`src/rtl/core/slw_pkg.sv`:
```
`default_nettype none

package slw_pkg;

  // Input operation codes as they arrive on the op field.
  localparam logic [1:0] OP_EMBED_CHAR = 2'd0;
  localparam logic [1:0] OP_EMBED_END  = 2'd1;
  localparam logic [1:0] OP_EXTRACT    = 2'd2;
  localparam logic [1:0] OP_RESTART    = 2'd3;

  // Work classes handed from the front end to the back end.
  localparam logic [1:0] KIND_EMBED   = 2'd0;
  localparam logic [1:0] KIND_EXTRACT = 2'd1;
  localparam logic [1:0] KIND_RESTART = 2'd2;

  // Configuration register indexes.
  localparam logic CFG_START_INDEX = 1'b0;
  localparam logic CFG_PIXEL_COUNT = 1'b1;

  // End-of-message character and the largest image supported.
  localparam logic [6:0]  END_MARK   = 7'h04;
  localparam logic [24:0] MAX_PIXELS = 25'h100_0000;

  // Queue between the front end and the back end.
  localparam int unsigned QUEUE_DEPTH = 4;
  localparam int unsigned QUEUE_AW    = $clog2(QUEUE_DEPTH);

  // One classified transaction waiting for the back end.
  typedef struct packed {
    logic [1:0] kind;
    logic [6:0] value;
    logic       lsb;
  } slw_item_t;

  // Walk increment for each step phase: 1, 1, 2, 3, 5, 8.
  function automatic logic [3:0] walk_step(input logic [2:0] phase);
    logic [3:0] step;
    unique case (phase)
      3'd0:    step = 4'd1;
      3'd1:    step = 4'd1;
      3'd2:    step = 4'd2;
      3'd3:    step = 4'd3;
      3'd4:    step = 4'd5;
      3'd5:    step = 4'd8;
      default: step = 4'd1;
    endcase
    return step;
  endfunction

endpackage

`default_nettype wire

```
`src/rtl/core/slw_front.sv`:
```
`default_nettype none

module slw_front (
  input  wire                   clk,
  input  wire                   rst,
  input  wire                   in_valid,
  output logic                  in_stall,
  input  wire  [1:0]            op,
  input  wire  [6:0]            message_char,
  input  wire                   lsb_in,
  output logic                  q_valid,
  output slw_pkg::slw_item_t    q_item,
  input  wire                   q_pop
);
  import slw_pkg::*;

  slw_item_t            entries [QUEUE_DEPTH];
  logic [QUEUE_AW-1:0]  wr_ptr;
  logic [QUEUE_AW-1:0]  rd_ptr;
  logic [QUEUE_AW:0]    count;
  logic                 push;
  slw_item_t            item;

  // Classify the incoming transaction; the end marker becomes an ordinary embed.
  always_comb begin
    item.lsb = lsb_in;
    unique case (op)
      OP_EMBED_CHAR: begin
        item.kind  = KIND_EMBED;
        item.value = message_char;
      end
      OP_EMBED_END: begin
        item.kind  = KIND_EMBED;
        item.value = END_MARK;
      end
      OP_EXTRACT: begin
        item.kind  = KIND_EXTRACT;
        item.value = message_char;
      end
      default: begin
        item.kind  = KIND_RESTART;
        item.value = message_char;
      end
    endcase
  end

  assign in_stall = (count == (QUEUE_AW+1)'(QUEUE_DEPTH));
  assign push     = in_valid && !in_stall;
  assign q_valid  = (count != '0);
  assign q_item   = entries[rd_ptr];

  // Queue storage.
  always_ff @(posedge clk) begin
    if (push) begin
      entries[wr_ptr] <= item;
    end
  end

  // Queue pointers and fill level.
  always_ff @(posedge clk) begin
    if (rst) begin
      wr_ptr <= '0;
      rd_ptr <= '0;
      count  <= '0;
    end else begin
      if (push) begin
        wr_ptr <= wr_ptr + 1'b1;
      end
      if (q_pop) begin
        rd_ptr <= rd_ptr + 1'b1;
      end
      if (push && !q_pop) begin
        count <= count + 1'b1;
      end else if (!push && q_pop) begin
        count <= count - 1'b1;
      end
    end
  end

endmodule

`default_nettype wire

```
`src/rtl/core/slw_back.sv`:
```
`default_nettype none

module slw_back (
  input  wire                   clk,
  input  wire                   rst,
  input  wire  [23:0]           start_index,
  input  wire  [24:0]           pixel_count,
  input  wire                   q_valid,
  input  slw_pkg::slw_item_t    q_item,
  output logic                  q_pop,
  output logic                  out_valid,
  input  wire                   out_stall,
  output logic [23:0]           pixel_index,
  output logic [1:0]            channel,
  output logic                  bit_value,
  output logic                  last,
  output logic                  error,
  output logic                  char_valid,
  output logic [6:0]            decoded_char,
  output logic                  message_done
);
  import slw_pkg::*;

  // Walk and extraction state.
  logic [24:0] walk_position, walk_position_next;
  logic [2:0]  step_phase, step_phase_next;
  logic [1:0]  channel_phase, channel_phase_next;
  logic [2:0]  bit_counter, bit_counter_next;
  logic [6:0]  char_accumulator, char_accumulator_next;
  logic        error_latched, error_latched_next;
  logic        done_latched, done_latched_next;

  // Embedding in progress.
  logic        busy, busy_next;
  logic [6:0]  emb_value, emb_value_next;
  logic [2:0]  emb_bit, emb_bit_next;

  logic [24:0] limit;
  logic        usable;
  logic [24:0] pos_adv;
  logic [2:0]  phase_adv;
  logic [1:0]  chan_adv;
  logic        adv_usable;
  logic        can_load;
  logic        go;
  logic [1:0]  cur_kind;
  logic [6:0]  cur_value;
  logic [2:0]  cur_bit;
  logic [6:0]  acc_new;

  logic [23:0] r_pix;
  logic [1:0]  r_ch;
  logic        r_bit;
  logic        r_last;
  logic        r_error;
  logic        r_cv;
  logic [6:0]  r_dc;
  logic        r_done;

  // Usable slots lie below the smaller of the pixel count and the largest image.
  assign limit      = (pixel_count > MAX_PIXELS) ? MAX_PIXELS : pixel_count;
  assign usable     = (walk_position < limit);
  assign pos_adv    = walk_position + 25'(walk_step(step_phase));
  assign phase_adv  = (step_phase == 3'd5) ? 3'd0 : step_phase + 3'd1;
  assign chan_adv   = (channel_phase == 2'd2) ? 2'd0 : channel_phase + 2'd1;
  assign adv_usable = (pos_adv < limit);

  // A result may be produced when the output register is empty or draining.
  assign can_load  = !out_valid || !out_stall;
  assign go        = (busy || q_valid) && can_load;
  assign q_pop     = !busy && q_valid && can_load;
  assign cur_kind  = busy ? KIND_EMBED : q_item.kind;
  assign cur_value = busy ? emb_value : q_item.value;
  assign cur_bit   = busy ? emb_bit : 3'd6;
  assign acc_new   = char_accumulator | (7'(q_item.lsb) << bit_counter);

  // Work out one result and the state that follows it.
  always_comb begin
    walk_position_next    = walk_position;
    step_phase_next       = step_phase;
    channel_phase_next    = channel_phase;
    bit_counter_next      = bit_counter;
    char_accumulator_next = char_accumulator;
    error_latched_next    = error_latched;
    done_latched_next     = done_latched;
    busy_next             = 1'b0;
    emb_value_next        = cur_value;
    emb_bit_next          = cur_bit - 3'd1;
    r_pix   = '0;
    r_ch    = '0;
    r_bit   = 1'b0;
    r_last  = 1'b1;
    r_error = 1'b0;
    r_cv    = 1'b0;
    r_dc    = '0;
    r_done  = 1'b0;
    unique case (cur_kind)
      KIND_EMBED: begin
        if (error_latched || !usable) begin
          error_latched_next = 1'b1;
          r_error            = 1'b1;
        end else begin
          r_pix              = walk_position[23:0];
          r_ch               = channel_phase;
          r_bit              = cur_value[cur_bit];
          r_last             = (cur_bit == 3'd0);
          busy_next          = (cur_bit != 3'd0);
          walk_position_next = pos_adv;
          step_phase_next    = phase_adv;
          channel_phase_next = chan_adv;
        end
      end
      KIND_EXTRACT: begin
        if (error_latched || done_latched) begin
          r_error = error_latched;
          r_done  = done_latched;
        end else if (!usable) begin
          error_latched_next = 1'b1;
          r_error            = 1'b1;
        end else begin
          walk_position_next = pos_adv;
          step_phase_next    = phase_adv;
          channel_phase_next = chan_adv;
          if (bit_counter == 3'd0) begin
            if (acc_new == END_MARK) begin
              done_latched_next = 1'b1;
              r_done            = 1'b1;
            end else begin
              r_cv = 1'b1;
              r_dc = acc_new;
            end
            char_accumulator_next = '0;
            bit_counter_next      = 3'd6;
          end else begin
            char_accumulator_next = acc_new;
            bit_counter_next      = bit_counter - 3'd1;
          end
          // Announce the next slot to read, if it is usable, unless the message has just ended.
          if (!(bit_counter == 3'd0 && acc_new == END_MARK) && adv_usable) begin
            r_pix = pos_adv[23:0];
            r_ch  = chan_adv;
          end
        end
      end
      default: begin
        walk_position_next    = {1'b0, start_index};
        step_phase_next       = '0;
        channel_phase_next    = '0;
        bit_counter_next      = 3'd6;
        char_accumulator_next = '0;
        error_latched_next    = 1'b0;
        done_latched_next     = 1'b0;
        if ({1'b0, start_index} < limit) begin
          r_pix = start_index;
        end
      end
    endcase
  end

  // State registers.
  always_ff @(posedge clk) begin
    if (rst) begin
      walk_position    <= '0;
      step_phase       <= '0;
      channel_phase    <= '0;
      bit_counter      <= 3'd6;
      char_accumulator <= '0;
      error_latched    <= 1'b0;
      done_latched     <= 1'b0;
      busy             <= 1'b0;
      emb_value        <= '0;
      emb_bit          <= '0;
    end else if (go) begin
      walk_position    <= walk_position_next;
      step_phase       <= step_phase_next;
      channel_phase    <= channel_phase_next;
      bit_counter      <= bit_counter_next;
      char_accumulator <= char_accumulator_next;
      error_latched    <= error_latched_next;
      done_latched     <= done_latched_next;
      busy             <= busy_next;
      emb_value        <= emb_value_next;
      emb_bit          <= emb_bit_next;
    end
  end

  // Output register valid flag.
  always_ff @(posedge clk) begin
    if (rst) begin
      out_valid <= 1'b0;
    end else if (go) begin
      out_valid <= 1'b1;
    end else if (!out_stall) begin
      out_valid <= 1'b0;
    end
  end

  // Output register payload.
  always_ff @(posedge clk) begin
    if (go) begin
      pixel_index  <= r_pix;
      channel      <= r_ch;
      bit_value    <= r_bit;
      last         <= r_last;
      error        <= r_error;
      char_valid   <= r_cv;
      decoded_char <= r_dc;
      message_done <= r_done;
    end
  end

endmodule

`default_nettype wire

```
`src/rtl/core/lsb_stego_slot_walker_unit.sv`:
```
// Hides 7-bit characters in pixel least significant bits, or recovers them, along a slot walk
// that steps 1,1,2,3,5,8 from start_index while the channel rotates red, green, blue. An
// embed transaction (a character or the end marker) yields up to seven slot writes, one per
// cycle while the output is not stalled, most significant bit first; an extract or restart
// transaction yields one result. The back end's single walk unit produces one result per
// cycle while not stalled, so an embed holds it for up to seven results, others for one.
// A four-entry queue lets the input side keep accepting while results wait on a stalled
// output. Configuration writes belong in a quiet period with no transaction outstanding;
// each write sets one register, chosen by cfg_index; start_index acts only at a restart.
`default_nettype none

module lsb_stego_slot_walker_unit (
  input  wire         clk,
  input  wire         rst,
  input  wire         in_valid,
  output logic        in_stall,
  input  wire  [1:0]  op,
  input  wire  [6:0]  message_char,
  input  wire         lsb_in,
  output logic        out_valid,
  input  wire         out_stall,
  output logic [23:0] pixel_index,
  output logic [1:0]  channel,
  output logic        bit_value,
  output logic        last,
  output logic        error,
  output logic        char_valid,
  output logic [6:0]  decoded_char,
  output logic        message_done,
  input  wire         cfg_valid,
  output logic        cfg_ready,
  input  wire         cfg_index,
  input  wire  [24:0] cfg_data
);
  import slw_pkg::*;

  logic [23:0] start_index;
  logic [24:0] pixel_count;
  logic        q_valid;
  slw_item_t   q_item;
  logic        q_pop;

  assign cfg_ready = 1'b1;

  // Configuration registers.
  always_ff @(posedge clk) begin
    if (rst) begin
      start_index <= '0;
      pixel_count <= MAX_PIXELS;
    end else if (cfg_valid && cfg_ready) begin
      unique case (cfg_index)
        CFG_START_INDEX: start_index <= cfg_data[23:0];
        default:         pixel_count <= cfg_data;
      endcase
    end
  end

  slw_front u_front (
    .clk          (clk),
    .rst          (rst),
    .in_valid     (in_valid),
    .in_stall     (in_stall),
    .op           (op),
    .message_char (message_char),
    .lsb_in       (lsb_in),
    .q_valid      (q_valid),
    .q_item       (q_item),
    .q_pop        (q_pop)
  );

  slw_back u_back (
    .clk          (clk),
    .rst          (rst),
    .start_index  (start_index),
    .pixel_count  (pixel_count),
    .q_valid      (q_valid),
    .q_item       (q_item),
    .q_pop        (q_pop),
    .out_valid    (out_valid),
    .out_stall    (out_stall),
    .pixel_index  (pixel_index),
    .channel      (channel),
    .bit_value    (bit_value),
    .last         (last),
    .error        (error),
    .char_valid   (char_valid),
    .decoded_char (decoded_char),
    .message_done (message_done)
  );

endmodule

`default_nettype wire
```
`config.mk`:
```
export PLATFORM = sky130hd
export DESIGN_NAME = lsb_stego_slot_walker_unit
export DESIGN_NICKNAME = d
export VERILOG_FILES = /design/src/rtl/core/slw_pkg.sv /design/src/rtl/core/slw_front.sv /design/src/rtl/core/slw_back.sv /design/src/rtl/core/lsb_stego_slot_walker_unit.sv
export SDC_FILE = /design/constraint.sdc
export NUM_CORES = 1
export LEC_CHECK = 0
export BUFFER_PORTS_ARGS = -buffer_cell sky130_fd_sc_hd__buf_4
export CAP_MARGIN = 20
export CORE_ASPECT_RATIO = 1.2
export CORE_UTILIZATION = 49
export DETAILED_ROUTE_END_ITERATION = 8
export PLACE_DENSITY = 0.64
export SYNTH_ARGS = -nofsm -noshare
export SYNTH_HDL_FRONTEND = slang
export SYNTH_HIERARCHICAL = 1
export SYNTH_SLANG_ARGS = --single-unit
```
`constraint.sdc`:
```
create_clock -name clk -period 6.1 [get_ports clk]
set_input_delay 1.22 -clock clk [delete_from_list [all_inputs] [get_ports clk]]
set_output_delay 1.22 -clock clk [all_outputs]
set_load 0.02 [all_outputs]
```
**Word-level counts from Yosys, hierarchy flattened**

Memories as Yosys holds them, arrays and structs flattened. A register that Yosys moved wholly into a read port is not among the register bits.
Index checks and enable logic that the tools add are counted.

- Flip-flop bits (word level): 148
- Bits in latches: 0
- Memory bits (writable): 40
- ROM bits: 0
- Logic and storage cells: 169
- Memories kept: 1

Memory list:

| memory | words | width | read ports | clocked after memory_dff | write ports | RTL line | source |
|---|---|---|---|---|---|---|---|
| u_front.entries | 4 | 10 | 1 | 1 | 1 | slw_front.sv:17 | `slw_item_t entries [QUEUE_DEPTH];` |

- $add $sub $neg: 9
- Multiply operators: 0
- Divide/modulo/power cells: 0
- Magnitude comparators: 5
- Equality and inequality tests: 18
- Shifts and indexed selects: 1
- Muxes and demuxes: 69
- Bitwise gates (word level): 6
- Reduce and logical (&&, ||, !) cells: 36

Operators with widths:

| operator | count |
|---|---|
| two-way mux 24 bit | 5 |
| two-way mux 25 bit | 4 |
| < comparator 25 bit | 2 |
| case mux 25 bit (2 select lines) | 1 |
| case mux 24 bit (2 select lines) | 1 |
| two-way mux 3 bit | 10 |
| two-way mux 7 bit | 4 |
| case mux 9 bit (3 select lines) | 1 |
| adder 25 x 4 -> 25 bit | 1 |
| > comparator 25 bit (second input constant) | 1 |
| < comparator 24 x 25 -> 1 bit | 1 |
| two-way mux 1 bit | 22 |
| two-way mux 2 bit | 11 |
| case mux 4 bit (4 select lines) | 1 |
| case mux 7 bit (2 select lines) | 1 |
| case mux 3 bit (2 select lines) | 2 |
| AND reduction 4 bit | 3 |
| inequality test 2 x 1 -> 1 bit (second input constant) | 5 |
| == test 3 bit (second input constant) | 3 |
| subtractor 3 x 1 -> 3 bit (second input constant) | 3 |
| logical AND 1 bit | 8 |
| zero test 1 bit | 8 |
| case mux 2 bit (2 select lines) | 2 |
| == test 7 x 3 -> 1 bit (second input constant) | 1 |
| 22 further kinds | 43 |

**Depth between registers and ports, before layout**

Gate-level depths: netlist (run 1).

- Depth after elaboration: 10
- Depth in mapped cells: 20

**Modules after synthesis**

Netlist (run 1), hierarchy kept.

Modules (own cells, without submodules):

| module | times used | cells an instance | area an instance (sq um) |
|---|---|---|---|
| slw_back | 1 | 772 | 6616.3 |
| lsb_stego_slot_walker_unit | 1 | 191 | 2057.0 |
| slw_front | 1 | 110 | 1968.1 |

**Worst setup path after synthesis (run 1)**

No wires, ideal clock.

- Path type: reg2reg
- Start point: register u_back.step_phase[1]
- End point: register u_back.pixel_index[4] (data pin)
- Library setup time: 158 ps
- Arrival: 4269 ps
- Slack: 1673 ps
- Cell stages (with the launch flop): 21
- Buffers on the path: 2
- Path through: dfxtp_1 > and2_1 > ha_1 > or2_2 > ha_1 > a21o_1 > a21oi_1 > o21bai_1 > clkbuf_1 > nand2_1 > and2_1 > or2_2 > ha_1 > o21ai_0 > o21bai_1 > a221o_1 > a21o_1 > a211oi_4 > buf_6 > nand4_1 > o211ai_1

- Word-level cells in the longest chain between the ends: 9
- Elaborated cells between the ends (all ways): 12

Ends and longest elaborated chain:

| element | RTL line | source |
|---|---|---|
| from (decl) | slw_back.sv:26 | `logic [2:0] step_phase, step_phase_next;` |
| from (signal assigned) | slw_back.sv:175 | `step_phase <= step_phase_next;` |
| == test 3 bit / == test 3 x 2 -> 1 bit (equally long branches) | slw_pkg.sv:38 | `unique case (phase)` |
| case mux 4 bit (4 select lines) (*) | slw_pkg.sv:38 |  |
| adder 25 x 4 -> 25 bit (*) | slw_back.sv:63 | `assign pos_adv = walk_position + 25'(walk_step(step_phase));` |
| < comparator 25 bit | slw_back.sv:66 | `assign adv_usable = (pos_adv < limit);` |
| logical AND 1 bit | slw_back.sv:139 | `if (!(bit_counter == 3'd0 && acc_new == END_MARK) && adv_usable) begin` |
| two-way mux 24 bit (*) | slw_back.sv:139 |  |
| two-way mux 24 bit (*) | slw_back.sv:117 | `end else if (!usable) begin` |
| two-way mux 24 bit (*) | slw_back.sv:114 | `if (error_latched \|\| done_latched) begin` |
| case mux 24 bit (2 select lines) (*) | slw_back.sv:97 | `unique case (cur_kind)` |
| via u_back.r_pix[4] | slw_back.sv:51 | `logic [23:0] r_pix;` |
| to (signal assigned) | slw_back.sv:201 | `pixel_index <= r_pix;` |
| to (decl) | slw_back.sv:13 | `output logic [23:0] pixel_index,` |

Mark *: on every way through the listed nets, which the timed path passes. The rest lies on a longest branch.
A chain may end at the register's enable or synchronous reset.

**Worst setup path in the final report (run 1)**

- Start point: register u_back.step_phase[0]
- End point: register u_back.pixel_index[0] (data pin)

Same word-level chain as after synthesis.

==> key figures, run 1 <==
Status
  • Outcome: finished clean

Global routing
  • GRT Overall Usage: 25.5%
  • Global route total overflow: 0
  • Global-route wire length before repair: 42,800 µm
  • Initial antenna violation count: 0
  • Largest net degree at the start of global routing: 92
  • Vias in the first global route: around 8k

Finish
  • # nets final: 1,259
  • Diodes inserted: 0
  • Synth-to-layout area growth: 13.1%
  • Fill cell count: 1,907
  • Layout cells sized above 1: 14.0%

STA
  • Hold slack: 0.458 ns
  • Final Hold Viols: 0
  • Setup TNS: 0 ns
  • Slew HR: 35.0%
  • Final max-slew violation count: 0
  • # setup viols final: 0
  • Fmax: 190 MHz
  • Worst-Margin Slew: 0.975 ns
  • Min Tclk post-route: around 5.3 ns
  • RSZ-0062 raised after global routing: no
  • Final period util: 86.4%
  • Setup Skew: around 0.015 ns

Power
  • Lkg Pwr: 4.80 nW
  • Total power per unit cell area: roughly 440 nW/µm²
  • Clock network fraction of total power: 21.7%
  • Seq pwr share: 36.7%
  • Combinational Power Share: 41.6%
  • P_int: 3.07 mW
  • Peak supply drop: 0.293 mV
  • Switching share of power: 41.4%
  • Pwr Total: 5.24 mW
  • Switching pwr: 2.17 mW

Synthesis
  • Synth top area share: 22.0%
  • Post-synthesis net count: 1,201
  • Synth Area per Inst: 9.92 µm²
  • Dominant cells by area after synthesis: edfxtp_1, dfxtp_1, ha_1
  • Seq cells post-synth: 190
  • Cell taking the most area after synthesis: edfxtp_1
  • Warning count from the yosys run: 6
  • Top cells by count, synth: nand2_1, dfxtp_1, ha_1, nand2b_1, edfxtp_1
  • Most common cell in the netlist: nand2_1
  • Number of synthesized flops with an enable pin: between 70 and 80
  • Netlist Area Pre-Place: approximately 11,000 µm²
  • Top FF cell, synth: dfxtp_1
  • Sequential share of the synthesized area: about 43%
  • Gate Count Post-Synth: ~1.1k
  • Async set or reset register ratio after synthesis: 0%
  • Library cells used by synthesis: 74

Routing
  • Post-detailed-route count of antenna-violating nets: 0
  • DRC violation total after the first TritonRoute iteration: 560
  • Vias per cell: 5.85
  • WL final: 27,200 µm
  • Detailed-route DRC error count: 0
  • Pre-antenna DRT Iters: 5
  • WL/cell: 19.2 µm
  • Via count: 8,265

Place
  • I/O Buffers: 80
  • GPL Wtd Cong: 0.892
  • Post-DP HPWL: 19,800 µm

Worst hold path
  • Hold path start: u_back/emb_value[4]$_SDFFE_PP0P_
  • Worst hold stages: 2
  • HP Class: reg2reg
  • Hold path endpoint: u_back/emb_value[4]$_SDFFE_PP0P_

Flow run
  • Max cap viols: 0

Setup path
  • Critical path arrival: roughly 5.5 ns
  • CP required: 6.37 ns
  • Startpoint types: flip-flop
  • Worst r2r dst: u_back/pixel_index[0]$_DFFE_PP_
  • CP Max Fanout: 10
  • CP Capture Type: flip-flop
  • Worst r2r src: u_back/step_phase[0]$_SDFFE_PP0P_
  • R2R depth: 19
  • R2R setup slack: 0.83 ns
  • CP Class: reg2reg

CTS
  • Clk buf depth: 2
  • Setup bufs post-CTS: 0
  • Worst-path clk slew: 0.07 ns
  • Clock insertion delay at the later pin of the skew report: 0.44 ns
  • CTS tree: built
  • Post-CTS Hold Buffers: 0
  • Root buffer cell: clkbuf_16
  • H-tree depth: 4
  • Post-CTS resize count: 0
  • Num CTS Buffers: 17
  • CTS sink count: 190

Floorplan
  • Die Footprint: 22,300 µm²
  • IO Pins: 82
  • Num rows: a little under 60
  • CORE AREA: ~21,000 µm²
  • Height of the die: 163 µm
  • Initial Utilization: 50.4%
  • Horiz. Die Dim: 137 µm
[power groups by stage]
| stage | registers (mW) | clock network (mW) | logic [mW] |
|---|---|---|---|
| after floorplan | 2.01 | 0 | 1.35 |
| after global placement | 1.95 | 0 | 2.14 |
| after detailed placement | 1.95 | 0 | 2.16 |
| after CTS | 1.93 | 1.16 | 2.18 |
| after global routing | 1.96 | 1.20 | 2.38 |
| final | 1.92 | 1.14 | 2.18 |
[registers in the layout, summed over array words and instances, names as in the netlist, 3 cells and up, named ones only]
register                 count
u_back/pixel_index          24
u_back/emb_bit               3
pixel_count                 25
u_back/char_accumulator      7
start_index                 24
u_back/emb_value             7
u_back/walk_position        25
u_back/step_phase            3
u_front/entries             40
u_front/count                3
u_back/bit_counter           3
u_back/decoded_char          7
[metal layers]
layer  global-route usage, %  routed length [µm]
met1                    29.5               10900
met2                    45.5               13900
met3                    3.13                1040
met4                    13.5                1300
met5                       0                   0
[worst max-delay path, cell delays in order, from the launching register on]
cell       delay, ns
dfxtp_1         0.40
inv_1           0.09
nor3_1          0.33
o21bai_1        0.13
ha_1            0.22
fa_1            0.42
a21o_1          0.20
a21oi_2         0.44
nor3_1          0.15
xnor2_1         0.27
inv_1           0.08
ha_1            0.32
and4_1          0.21
a2111oi_2       0.34
o21ai_1         0.12
a21o_1          0.22
a211oi_4        0.64
buf_4           0.28
a32oi_1         0.11
o21ai_0         0.12
[cell families (layout without fill, tap and decap cells)]
family	count (synthesis)	in the layout	synth area share [%]
simple gates	413	413	20.0
compound gates	214	214	13.8
flops	190	190	43.1
fa+ha+maj	87	87	10.4
buf+inv	83	154	3.64
mux	64	64	7.31
xor+xnor	21	21	1.73
other cells	1	1	0.0352
[cell usage in the layout (no fill, tap or decap), drive strengths merged, types with 8 or more instances in the layout]
cell,instances
a211oi,10
a21o,10
a21oi,51
a32oi,10
and2,19
and3,11
buf,95
clkbuf,18
dfxtp,112
edfxtp,78
ha,85
inv,33
mux2i,53
mux4,11
nand2,131
nand2b,84
nand3,21
nand4,19
nor2,62
nor2b,9
nor3,17
nor4,11
o211ai,23
o21a,10
o21ai,42
o221ai,8
o31ai,12
or2,9
xnor2,15
[final cells by class]
class	instances	area (µm²)	share of cell area, %
Clock buffer	18	429	3.57
Clock inverter	14	173	1.43
Inverter	27	101	0.842
Multi-Input combinational cell	800	5700	47.3
Sequential cell	190	4580	38.1
Tap cell	270	338	2.81
Timing Repair Buffer	95	713	5.93
[metrics by stage]
step / utilization, % / instances / setup slack [ns] / cell area (µm²)
after floorplan: - / 1073 / 1.67 / 10600
after global placement: 54.1 / 1382 / 1.07 / 11400
after detailed placement: 54.1 / 1382 / 0.917 / 11400
after CTS: 57.0 / 1414 / 0.867 / 12000
after global routing: 57.0 / 1414 / 0.515 / 12000
final: 57.0 / 1414 / 0.832 / 12000
[how the worst max path moves through the flow]
stage          cells past startpoint  slack, ns                               to                         startpoint
6_report                          19       0.83  u_back/pixel_index[0]$_DFFE_PP_  u_back/step_phase[0]$_SDFFE_PP0P_
5_1_grt                           19       0.52  u_back/pixel_index[9]$_DFFE_PP_  u_back/step_phase[0]$_SDFFE_PP0P_
4_1_cts                           18       0.87      u_back/channel[1]$_DFFE_PP_  u_back/step_phase[0]$_SDFFE_PP0P_
3_5_place_dp                      18       0.92      u_back/channel[1]$_DFFE_PP_  u_back/step_phase[0]$_SDFFE_PP0P_
3_3_place_gp                      19       1.07  u_back/pixel_index[5]$_DFFE_PP_  u_back/step_phase[0]$_SDFFE_PP0P_
2_1_floorplan                     20       1.67  u_back/pixel_index[4]$_DFFE_PP_  u_back/step_phase[1]$_SDFFE_PP0P_
Power figures use the tool's default switching activity.
==> inputs of run 2 (changes only) <==
--- a/config.mk
+++ b/config.mk
@@ -9,8 +9,11 @@
 export CAP_MARGIN = 20
 export CORE_ASPECT_RATIO = 1.2
 export CORE_UTILIZATION = 49
+export CTS_BUF_LIST = sky130_fd_sc_hd__clkbuf_4 sky130_fd_sc_hd__clkbuf_8 sky130_fd_sc_hd__clkbuf_16
+export CTS_CLUSTER_SIZE = 25
 export DETAILED_ROUTE_END_ITERATION = 8
 export PLACE_DENSITY = 0.64
+export RECOVER_POWER = 25
 export SYNTH_ARGS = -nofsm -noshare
 export SYNTH_HDL_FRONTEND = slang
 export SYNTH_HIERARCHICAL = 1
==> key figures, run 2 (synthesized netlist as in run 1, its figures left out) <==
Setup path
  • CP required: roughly 6.3 ns
  • R2R setup slack: a little over 0.8 ns
  • Buf/Inv on CP: 3
  • Critical path arrival: 5.44 ns
  • Slowest CP cell: nor3_1
  • CP Capture Type: flip-flop
  • Startpoint types: flip-flop
  • CP Max Fanout: 10
  • Slowest stage delay, CP: 0.47 ns
  • Crit-path cells: inv_1 > nor3_1 > o21bai_1 > ha_1 > fa_1 > a21o_1 > a21oi_2 > nor4_1 > nand3_1 > xor2_1 > inv_1 > ha_1 > nand4_1 > nor3_1 > nor4b_1 > a211o_1 > a211oi_4 > buf_4 > a32oi_1 > o21ai_0
  • CP top delay family: simple AND/OR/NAND/NOR gates
  • CP Class: reg2reg

Routing
  • Via count: 8,301
  • WL final: 27,200 µm
  • DRC violation total after the first TritonRoute iteration: 520
  • Pre-antenna DRT Iters: 5
  • Vias per cell: 5.87
  • Detailed-route DRC error count: 0
  • WL/cell: 19.2 µm
  • Post-detailed-route count of antenna-violating nets: 0

Floorplan
  • IO Pins: 82
  • Height of the die: 163 µm
  • Die Footprint: approximately 22,000 µm²
  • Num rows: 58
  • Initial Utilization: 50.4%
  • CORE AREA: ~21,000 µm²
  • Horiz. Die Dim: 137 µm

STA
  • Final Hold Viols: 0
  • Min Tclk post-route: 5.27 ns
  • Worst setup margin: roughly 0.83 ns
  • Setup Skew: 0.0134 ns
  • Setup TNS: 0 ns
  • Fmax: 190 MHz
  • RSZ-0062 raised after global routing: no
  • Slew HR: -99.2%
  • Final max-slew violation count: 111
  • Worst-Margin Slew: 2.99 ns
  • Final period util: between 80% and 90%
  • # setup viols final: 0

CTS
  • CTS sink count: 190
  • CTS tree: built
  • Setup bufs post-CTS: 0
  • Clk buf depth: 2
  • H-tree depth: 4
  • Clock insertion delay at the later pin of the skew report: 0.44 ns
  • Post-CTS Hold Buffers: 0
  • Post-CTS resize count: 0
  • Root buffer cell: clkbuf_16
  • Num CTS Buffers: 17
  • Worst-path clk slew: 0.08 ns

Finish
  • Final Non-Filler Cells: 1,414
  • Max reg flops: 40
  • Most common cell after layout, fill and taps aside: nand2_1
  • Biggest regs: u_front/entries (40), pixel_count (25), u_back/walk_position (25)
  • Layout cells sized above 1: 13.5%
  • Diodes inserted: 0
  • Commonest cells after routing, fill and taps aside: nand2_1, dfxtp_1, buf_4
  • Biggest register: u_front/entries
  • Synth-to-layout area growth: 12.9%
  • Finished Cell Area: 12,000 µm²
  • # nets final: around 1.3k

Worst hold path
  • HP Class: reg2reg

Global routing
  • Initial antenna violation count: 0
  • Global route total overflow: 0
  • GRT Overall Usage: 25.5%
  • Largest net degree at the start of global routing: 92
  • Global-route wire length before repair: around 43,000 µm
  • Vias in the first global route: 8,132

Place
  • Area after DPL: 11,400 µm²
  • Post-DP HPWL: 19,800 µm
  • GPL Wtd Cong: 0.892
  • Cells after DPL: 1,382
  • Pre-CTS setup slack: 0.917 ns
  • I/O Buffers: 80

Status
  • Failing checks: capacitance limit, slew limit
  • Outcome: finished, violations left

Power
  • Lkg Pwr: 4.77 nW
  • Total power per unit cell area: 437 nW/µm²
  • Peak supply drop: 0.294 mV

Flow run
  • Max cap viols: 3
[run 2: cell types whose count changed in the layout (fill, tap and decap cells not counted)]
cell / before / now
and2_0: 0 / 9
and2_1: 19 / 10
buf_4: 95 / 88
clkbuf_1: 1 / 5
clkbuf_4: 0 / 3
a21oi_1: 49 / 50
a21oi_4: 1 / 0
[run 2: report_power, final]
part	internal, mW	switching, mW	total, mW
clock	0.593	0.551	1.14
sequential	1.67	0.252	1.92
combinational	0.814	1.36	2.18
total	3.08	2.17	5.25
[run 2: worst paths after layout]
kind,start,endpoint,cells after the start
worst max register to register,u_back/step_phase[0]$_SDFFE_PP0P_,u_back/pixel_index[0]$_DFFE_PP_,20
worst min-delay path,u_back/emb_value[4]$_SDFFE_PP0P_,u_back/emb_value[4]$_SDFFE_PP0P_,2
worst max-delay path,u_back/step_phase[0]$_SDFFE_PP0P_,u_back/pixel_index[0]$_DFFE_PP_,20
worst min register to register,u_back/emb_value[4]$_SDFFE_PP0P_,u_back/emb_value[4]$_SDFFE_PP0P_,2
[run 2: worst reg2reg max path, cell delays in order (launching register included)]
cell      delay, ns
dfxtp_1        0.40
inv_1          0.09
nor3_1         0.33
o21bai_1       0.13
ha_1           0.22
fa_1           0.41
a21o_1         0.20
a21oi_2        0.45
nor4_1         0.19
nand3_1        0.13
xor2_1         0.23
inv_1          0.12
ha_1           0.30
nand4_1        0.09
nor3_1         0.47
nor4b_1        0.35
a211o_1        0.23
a211oi_4       0.11
buf_4          0.24
a32oi_1        0.19
o21ai_0        0.12
[run 2: area by class of cell]
| type | count | area (µm²) |
|---|---|---|
| Fill cell | 1911 | 9110 |
| Timing Repair Buffer | 95 | 694 |
| Clock inverter | 14 | 173 |
| Sequential cell | 190 | 4580 |
| Tap cell | 270 | 338 |
| Multi-Input combinational cell | 800 | 5690 |
| Clock buffer | 18 | 433 |
| Inverter | 27 | 101 |
[run 2: layer usage]
layer	track usage (%)	vias up	share of wire, %
li1	-	4032	-
met1	29.5	3962	40
met2	45.6	240	51
met3	3.13	67	4.3
met4	13.5	0	4.7
met5	0	-	0
[run 2: stage by stage]
| stage | utilization [%] | hold WS (ns) | total power [mW] |
|---|---|---|---|
| after global routing | 56.9 | 0.477 | 5.55 |
| after detailed placement | 54.1 | 0.448 | 4.11 |
| after floorplan | - | 0.433 | 3.35 |
| after global placement | 54.1 | 0.443 | 4.09 |
| final | 56.9 | 0.458 | 5.25 |
| after CTS | 57.0 | 0.459 | 5.27 |
==> inputs of run 3 (changes only) <==
==> constraint.sdc (replaced) <==
create_clock -name clk -period 6.1 [get_ports clk]
set_input_delay 0.915 -clock clk [delete_from_list [all_inputs] [get_ports clk]]
set_output_delay 0.915 -clock clk [all_outputs]
set_load 0.02 [all_outputs]
==> key figures, run 3 (synthesized netlist as in run 1, its figures left out) <==
STA
  • Final max-slew violation count: 123
  • Slew HR: -82.3%
  • Worst-Margin Slew: 2.73 ns
  • Final Hold Viols: 0
  • Worst setup margin: 0.837 ns
  • # setup viols final: 0
  • RSZ-0062 raised after global routing: no
  • Min Tclk post-route: 5.26 ns
  • Setup Skew: 0.0185 ns
  • Final period util: 86.3%
  • Setup TNS: 0 ns
  • Fmax: 190 MHz

Setup path
  • CP Capture Type: flip-flop
  • Startpoint types: flip-flop
  • Buf/Inv on CP: 3
  • Crit-path cells: inv_1 > nor3_1 > o21bai_1 > ha_1 > fa_1 > a21o_1 > a21oi_2 > nor3_1 > xnor2_1 > inv_1 > ha_1 > and4_1 > a2111oi_2 > o21ai_1 > a21o_1 > a211oi_4 > buf_4 > o211ai_1 > o211ai_1
  • Slowest stage delay, CP: about 0.56 ns
  • CP required: 6.38 ns
  • CP top delay family: compound AO/OA/AOI/OAI gates
  • Critical path arrival: 5.55 ns
  • CP Max Fanout: 11
  • R2R setup slack: 0.84 ns
  • CP Class: reg2reg
  • Slowest CP cell: a211oi_4

Power
  • Seq pwr share: 36.8%
  • Switching share of power: approximately two fifths
  • Lkg Pwr: 4.76 nW
  • Peak supply drop: 0.359 mV
  • Switching pwr: 2.19 mW
  • Clock network fraction of total power: 21.1%
  • Combinational Power Share: a little over two fifths
  • Total power per unit cell area: roughly 440 nW/µm²
  • P_int: 3.04 mW

Routing
  • Via count: 8,297
  • WL final: around 27,000 µm
  • DRC violation total after the first TritonRoute iteration: 555
  • Post-detailed-route count of antenna-violating nets: 0
  • Pre-antenna DRT Iters: 5
  • Vias per cell: 5.87
  • WL/cell: 19.4 µm
  • Detailed-route DRC error count: 0

CTS
  • Post-CTS Hold Buffers: 0
  • CTS sink count: 190
  • Setup bufs post-CTS: 0
  • Worst-path clk slew: 0.08 ns
  • Clk buf depth: 2
  • Num CTS Buffers: 17
  • Clock insertion delay at the later pin of the skew report: 0.45 ns
  • Post-CTS resize count: 0
  • Root buffer cell: clkbuf_16
  • CTS tree: built
  • H-tree depth: 4

Finish
  • Biggest regs: u_front/entries (40), pixel_count (25), u_back/walk_position (25)
  • Diodes inserted: 0
  • Commonest cells after routing, fill and taps aside: nand2_1, dfxtp_1, buf_4
  • Synth-to-layout area growth: 12.8%
  • Max reg flops: 40
  • # nets final: 1,259
  • Most common cell after layout, fill and taps aside: nand2_1
  • Layout cells sized above 1: between 10% and 20%
  • Biggest register: u_front/entries

Status
  • Outcome: finished, violations left
  • Failing checks: capacitance limit, slew limit

Floorplan
  • IO Pins: 82
  • Num rows: 58
  • Horiz. Die Dim: 137 µm
  • Height of the die: 163 µm
  • Die Footprint: 22,300 µm²
  • Initial Utilization: between 50% and 60%
  • CORE AREA: approximately 21,000 µm²

Place
  • Pre-CTS setup slack: 0.981 ns
  • I/O Buffers: 80
  • Post-DP HPWL: ~20,000 µm
  • GPL Wtd Cong: 0.907

Flow run
  • Max cap viols: 2

Global routing
  • Global-route wire length before repair: 43,300 µm
  • Largest net degree at the start of global routing: 88
  • Initial antenna violation count: 0
  • Vias in the first global route: 8,094
  • Global route total overflow: 0
  • GRT Overall Usage: between 20 and 30%

Worst hold path
  • HP Class: reg2reg
## run 3: cell type report
| type | count | area [µm²] |
|---|---|---|
| Clock buffer | 18 | 433 |
| Clock inverter | 14 | 148 |
| Fill cell | 1890 | 9120 |
| Inverter | 27 | 101 |
| Multi-Input combinational cell | 800 | 5700 |
| Sequential cell | 190 | 4580 |
| Tap cell | 270 | 338 |
| Timing Repair Buffer | 95 | 698 |
## run 3: per-stage QoR
stage          utilization, %  total power [mW]  cells  cell area (µm²)  hold slack, ns
2_1_floorplan               -              3.35   1073            10600           0.433
3_3_place_gp             54.1              4.10   1382            11400           0.443
3_5_place_dp             54.1              4.12   1382            11400           0.449
4_1_cts                  56.9              5.23   1414            12000           0.461
5_1_grt                  56.8              5.54   1414            12000           0.495
6_report                 56.8              5.23   1414            12000           0.467
## run 3: metal layers
metal	track usage [%]	vias to the layer above	part of all wire (%)
met1	29.2	3926	39
met4	14.1	0	4.5
met5	0	-	0
met2	46.5	270	51
li1	-	4039	-
met3	3.79	62	4.7
## run 3: power by group through the flow
stage	Clock [mW]	Combinational [mW]	Sequential [mW]
3_3_place_gp	0	2.15	1.95
4_1_cts	1.12	2.18	1.92
6_report	1.10	2.20	1.92
2_1_floorplan	0	1.35	2.01
5_1_grt	1.17	2.41	1.96
3_5_place_dp	0	2.17	1.95
## run 3: final timing paths
path / startpoint / to / depth (start not counted)
max reg2reg: u_back/step_phase[0]$_SDFFE_PP0P_ / u_back/pixel_index[16]$_DFFE_PP_ / 19
min: u_back/emb_value[2]$_SDFFE_PP0P_ / u_back/emb_value[2]$_SDFFE_PP0P_ / 2
max: u_back/step_phase[0]$_SDFFE_PP0P_ / u_back/pixel_index[16]$_DFFE_PP_ / 19
min reg2reg: u_back/emb_value[2]$_SDFFE_PP0P_ / u_back/emb_value[2]$_SDFFE_PP0P_ / 2
## run 3: tightest hold or removal path, delay by kind of cell, from the launching register on
| family | cells | cell delay (ns) |
|---|---|---|
| AND/OR/NAND/NOR | 1 | 0.05 |
| flip-flops | 1 | 0.32 |
| AO/OA/AOI/OAI | 1 | 0.05 |
